==> src/rtl/btb_pkg.sv <==
package btb_pkg;

  localparam int BtbDepth = 32;
  localparam int HistMax = 8;
  localparam int HistEntries = 1 << HistMax;
  localparam int EntryW = $clog2(BtbDepth);
  localparam int LocalDepth = BtbDepth * HistEntries;
  localparam int LocalAw = $clog2(LocalDepth);
  localparam int TagW = 30;
  localparam int MaxLog2 = EntryW;

  localparam logic [2:0] RegBtbSize = 3'd0;
  localparam logic [2:0] RegHistBits = 3'd1;
  localparam logic [2:0] RegTagBits = 3'd2;
  localparam logic [2:0] RegInitState = 3'd3;
  localparam logic [2:0] RegGlobalHist = 3'd4;
  localparam logic [2:0] RegGlobalTable = 3'd5;
  localparam logic [2:0] RegShareMode = 3'd6;

  localparam logic [1:0] ShareNone = 2'd0;
  localparam logic [1:0] SharePc2 = 2'd1;
  localparam logic [1:0] SharePc16 = 2'd2;

  typedef struct packed {
    logic mode;
    logic [31:0] pc;
    logic [31:0] actual_target;
    logic taken;
    logic [31:0] predicted_dest;
  } in_word_t;

  typedef struct packed {
    logic predict_taken;
    logic [31:0] next_address;
    logic flush;
    logic [31:0] branch_total;
    logic [31:0] flush_total;
  } out_word_t;

  // controller -> datapath
  typedef struct packed {
    logic clear_step;   // clear one entry of the shared counter table
    logic clear_start;  // reset counts, valid bits, history
    logic load;         // capture the input word, issue lookup
    logic finish;       // evaluate and commit, load result
    logic row_step;     // rewrite one counter of the replaced entry's row
  } btb_cmd_t;

  // datapath -> controller
  typedef struct packed {
    logic clear_done;
    logic row_needed;   // train missed with per-entry tables: row rewrite
    logic row_done;
  } btb_stat_t;

endpackage

==> src/rtl/btb_ctrl.sv <==
module btb_ctrl
  import btb_pkg::*;
(
  input  logic clk,
  input  logic rst,
  input  logic cfg_write,
  input  logic in_valid,
  output logic in_ready,
  output logic out_valid,
  input  logic out_ready,
  output btb_cmd_t cmd,
  input  btb_stat_t stat
);

  typedef enum logic [2:0] {S_CLEAR, S_IDLE, S_EVAL, S_ROWCLR, S_OUT} state_t;
  state_t state;

  assign in_ready = (state == S_IDLE) && !cfg_write;
  assign out_valid = (state == S_OUT);

  always_comb begin
    cmd = '0;
    cmd.clear_step = (state == S_CLEAR);
    cmd.clear_start = cfg_write;
    cmd.load = in_valid && in_ready;
    cmd.finish = (state == S_EVAL);
    cmd.row_step = (state == S_ROWCLR);
  end

  always_ff @(posedge clk) begin
    if (rst || cfg_write) begin
      state <= S_CLEAR;
    end else begin
      case (state)
        S_CLEAR: if (stat.clear_done) state <= S_IDLE;
        S_IDLE: if (in_valid) state <= S_EVAL;
        S_EVAL: begin
          if (stat.row_needed) state <= S_ROWCLR;
          else state <= S_OUT;
        end
        S_ROWCLR: if (stat.row_done) state <= S_OUT;
        S_OUT: if (out_ready) state <= S_IDLE;
        default: state <= S_CLEAR;
      endcase
    end
  end

`ifndef SYNTHESIS
  a_no_accept_clear: assert property (@(posedge clk) disable iff (rst)
    state == S_CLEAR |-> !in_ready) else $error("accept during clear");
  a_eval_to_out: assert property (@(posedge clk) disable iff (rst || cfg_write)
    state == S_EVAL |=> state == S_OUT || state == S_ROWCLR) else $error("eval stuck");
  a_out_hold: assert property (@(posedge clk) disable iff (rst || cfg_write)
    out_valid && !out_ready |=> out_valid) else $error("result dropped");
`endif

endmodule

==> config.mk <==
export PLATFORM = sky130hd
export DESIGN_NAME = btb_ctrl
export DESIGN_NICKNAME = d
export VERILOG_FILES = /design/src/rtl/btb_pkg.sv /design/src/rtl/btb_ctrl.sv
export SDC_FILE = /design/constraint.sdc
export NUM_CORES = 1
export LEC_CHECK = 0
export ABC_AREA = 1
export ABC_CLOCK_PERIOD_IN_PS = 1800
export CORE_AREA = 5 5 42 44
export CTS_CLUSTER_DIAMETER = 60
export DETAILED_ROUTE_END_ITERATION = 8
export DIE_AREA = 0 0 47 49
export DONT_BUFFER_PORTS = 1
export PLACE_DENSITY = 0.43
export SETUP_SLACK_MARGIN = 0.3
export SLEW_MARGIN = 20
export SYNTH_ARGS = -nofsm -noshare
export SYNTH_HDL_FRONTEND = slang
export SYNTH_SLANG_ARGS = --single-unit
==> constraint.sdc <==
create_clock -name clk -period 1.8 [get_ports clk]
set_input_delay 0.27 -clock clk [delete_from_list [all_inputs] [get_ports clk]]
set_output_delay 0.27 -clock clk [all_outputs]
set_load 0.005 [all_outputs]
==> results.cfg <==
[place]
gp_congestion = 0.643
dp_slack_ns = 0.514
hpwl_um = 497
dp_cells = 62
io_buffers = 0

[grt]
grt_usage_pct = 6.05
grt_max_degree = 10
antenna_found_initial = 0
grt_overflow = 0
grt_pass1_wl_um = 945
grt_pass1_vias = 244

[sta]
min_period_over_period_pct = 76.7
finalHoldViolations = 0
drv_slew = 0
setup_viol = 0
rsz0062_at_grt = false
skew_ns = 0.00178
fmax_mhz = 724
tightest_slew_ns = 0.314
relSlewSlack_pct = 79.1
setup_slack_ns = 0.419
period_minus_slack_ns = 1.38
fin_setup_tns_ns = 0

[yosys]
synth_common_cells = nor2_1 (10), inv_1 (9), nand2_1 (8)
ys_warn_count = 0
synth-seq-area-share_pct = 21.1
syn_avg_cell_area_um2 = 5.94
synth_top_area_share_pct = 21.1
synthCells = 48
yosysMostFrequentCell = nor2_1
postSynth.asyncResetShare_pct = 0
synth_area_leader_cell = dfxtp_1
netlist_area_um2 = 285
syn-num-nets = 56
synth_edf_count = 0
post_synth_num_cell_types = 15
synth_area_leaders = dfxtp_1 (21%), nor2_1 (13%), inv_1 (12%)
ys_ff_latch = 3
synth-main-ff-cell = dfxtp_1

[routing]
ant_nets = 0
drt_iter0_drc = 5
wirelength_um = 591
vias = 267
drt_pass1_iterations = 2
viasPerCell = 4.05
drcViolationCount = 0
wl_per_cell_um = 8.95

[floorplanning]
fp-row-count = 14
fp.dieH_um = 49
ios = 15
core_area_mm2 = 0.00140
die-width_um = 47
start_util_pct = 20.4
die_area_mm2 = 0.00230

[cells_and_area]
area_growth_pct = 13.6
num-nets-final = 59
fin_util_pct = 23.1
drive_above_1_share_pct = 30.0
largestRegisters = state (3)
n_fill_cell = 172
largest_reg_flops = 3
fin_cells = 66
largest_register = state
antenna_cells = 0

[cts]
cts-root-buf = clkbuf_4
h-tree-depth = 1
numCtsBuffers = 3
cts_tree = yes
post_cts_buffers = 0
cts.sinks = 3
cts_hold_buf = 0
path_clk_slew_ns = 0.03
clockBufferDepth = 2
clkLatencyLatePin_ns = 0.23

[worst_setup_path]
worstPathRequired_ns = 1.53
slowest_stage = dfxtp_2
r2r_slack_ns = 0.55
r2r_end = state[0]
critPathBufInv = 2
worstPathCellList = inv_1 -> nor3_2 -> inv_1 -> nor3_2
crit_fanout = 5
crit_arrival_ns = 1.11
reg2regPathDepth = 7
slowest_delay_ns = 0.36
reg2reg_from = state[2]
crit_path_start_kind = flip-flop
cp_top_family = flip-flops
crit_type = reg -> out
worstSetupEndpointType = output port

[min_path]
hp-start = cfg_write
min_path_type = in -> reg
min_to = state[1]
min_path_cells = 3

[power]
leakage_nw = 0.158
p_total_uw = 266
power_density_mw_per_mm2 = 822
ir_drop_mv = 0.214

[status]
status = completed

[flow_run]
cap_violations = 0
## layer usage
metal | global-route usage (%) | wire length [um] | vias to the layer above
met4 | 5.53 | 0 | 0
met5 | 0 | 0 | -
met2 | 8.82 | 362 | 4
met3 | 3.32 | 20 | 0
met1 | 5.69 | 208 | 116
li1 | - | - | 147
## tightest hold or removal path: stages
cell     delay [ns]
nor2_1         0.04
nand2_1        0.06
nor2_1         0.03
## logic make-up (layout without fill, tap and decap cells)
kind of cell | count (synthesis) | count (layout) | share of synthesized area (%)
compound gates | 2 | 2 | 4.82
flops | 3 | 3 | 21.1
simple gates | 32 | 32 | 55.7
buf+inv | 11 | 13 | 18.4
## stage by stage
step / hold WS [ns] / instance area, um^2
floorplan: 0.437 / 285
global placement: 0.468 / 287
detailed placement: 0.464 / 287
CTS: 0.220 / 318
global route: 0.232 / 324
finish: 0.221 / 324
## report_power, final
| part | switching (mW) | internal [mW] | leakage, nW |
|---|---|---|---|
| Combinational | 0.0437 | 0.0251 | 0.118 |
| Clock | 0.0328 | 0.0829 | 0.0150 |
| Sequential | 0.00914 | 0.0726 | 0.0249 |
## cell usage in the layout (no fill, tap or decap), drive strengths merged
master  Yosys  routed
inv         9       9
nor3        3       3
nand3       3       3
nand3b      1       1
nor2       14      14
dfxtp       3       3
nand2      11      11
clkbuf      0       4
a21oi       1       1
o21ai       1       1
## worst max path at each step
stage / from / end / cells after the start
floorplan: state[2] / cmd[2] / 4
CTS: state[0] / cmd[2] / 4
global route: state[0] / cmd[2] / 4
detailed placement: state[0] / cmd[2] / 4
global placement: state[0] / cmd[2] / 4
finish: state[0] / cmd[2] / 4
## what timing repair did
| action | in CTS | in global routing |
|---|---|---|
| pin swaps | 0 | 1 |
| resized for setup | 1 | 2 |
| setup endpoints to repair | 1 | 1 |
| cloned | 0 | 0 |
## area by class of cell
| cell class | count | area [um^2] | share of cell area [%] |
|---|---|---|---|
| clock buffers | 4 | 26.3 | 8.11 |
| inverters | 9 | 33.8 | 10.4 |
| flip-flops and latches | 3 | 61.3 | 18.9 |
| multi-input cells | 34 | 183 | 56.4 |
| well taps | 16 | 20.0 | 6.18 |
Power figures use the tool's default switching activity.
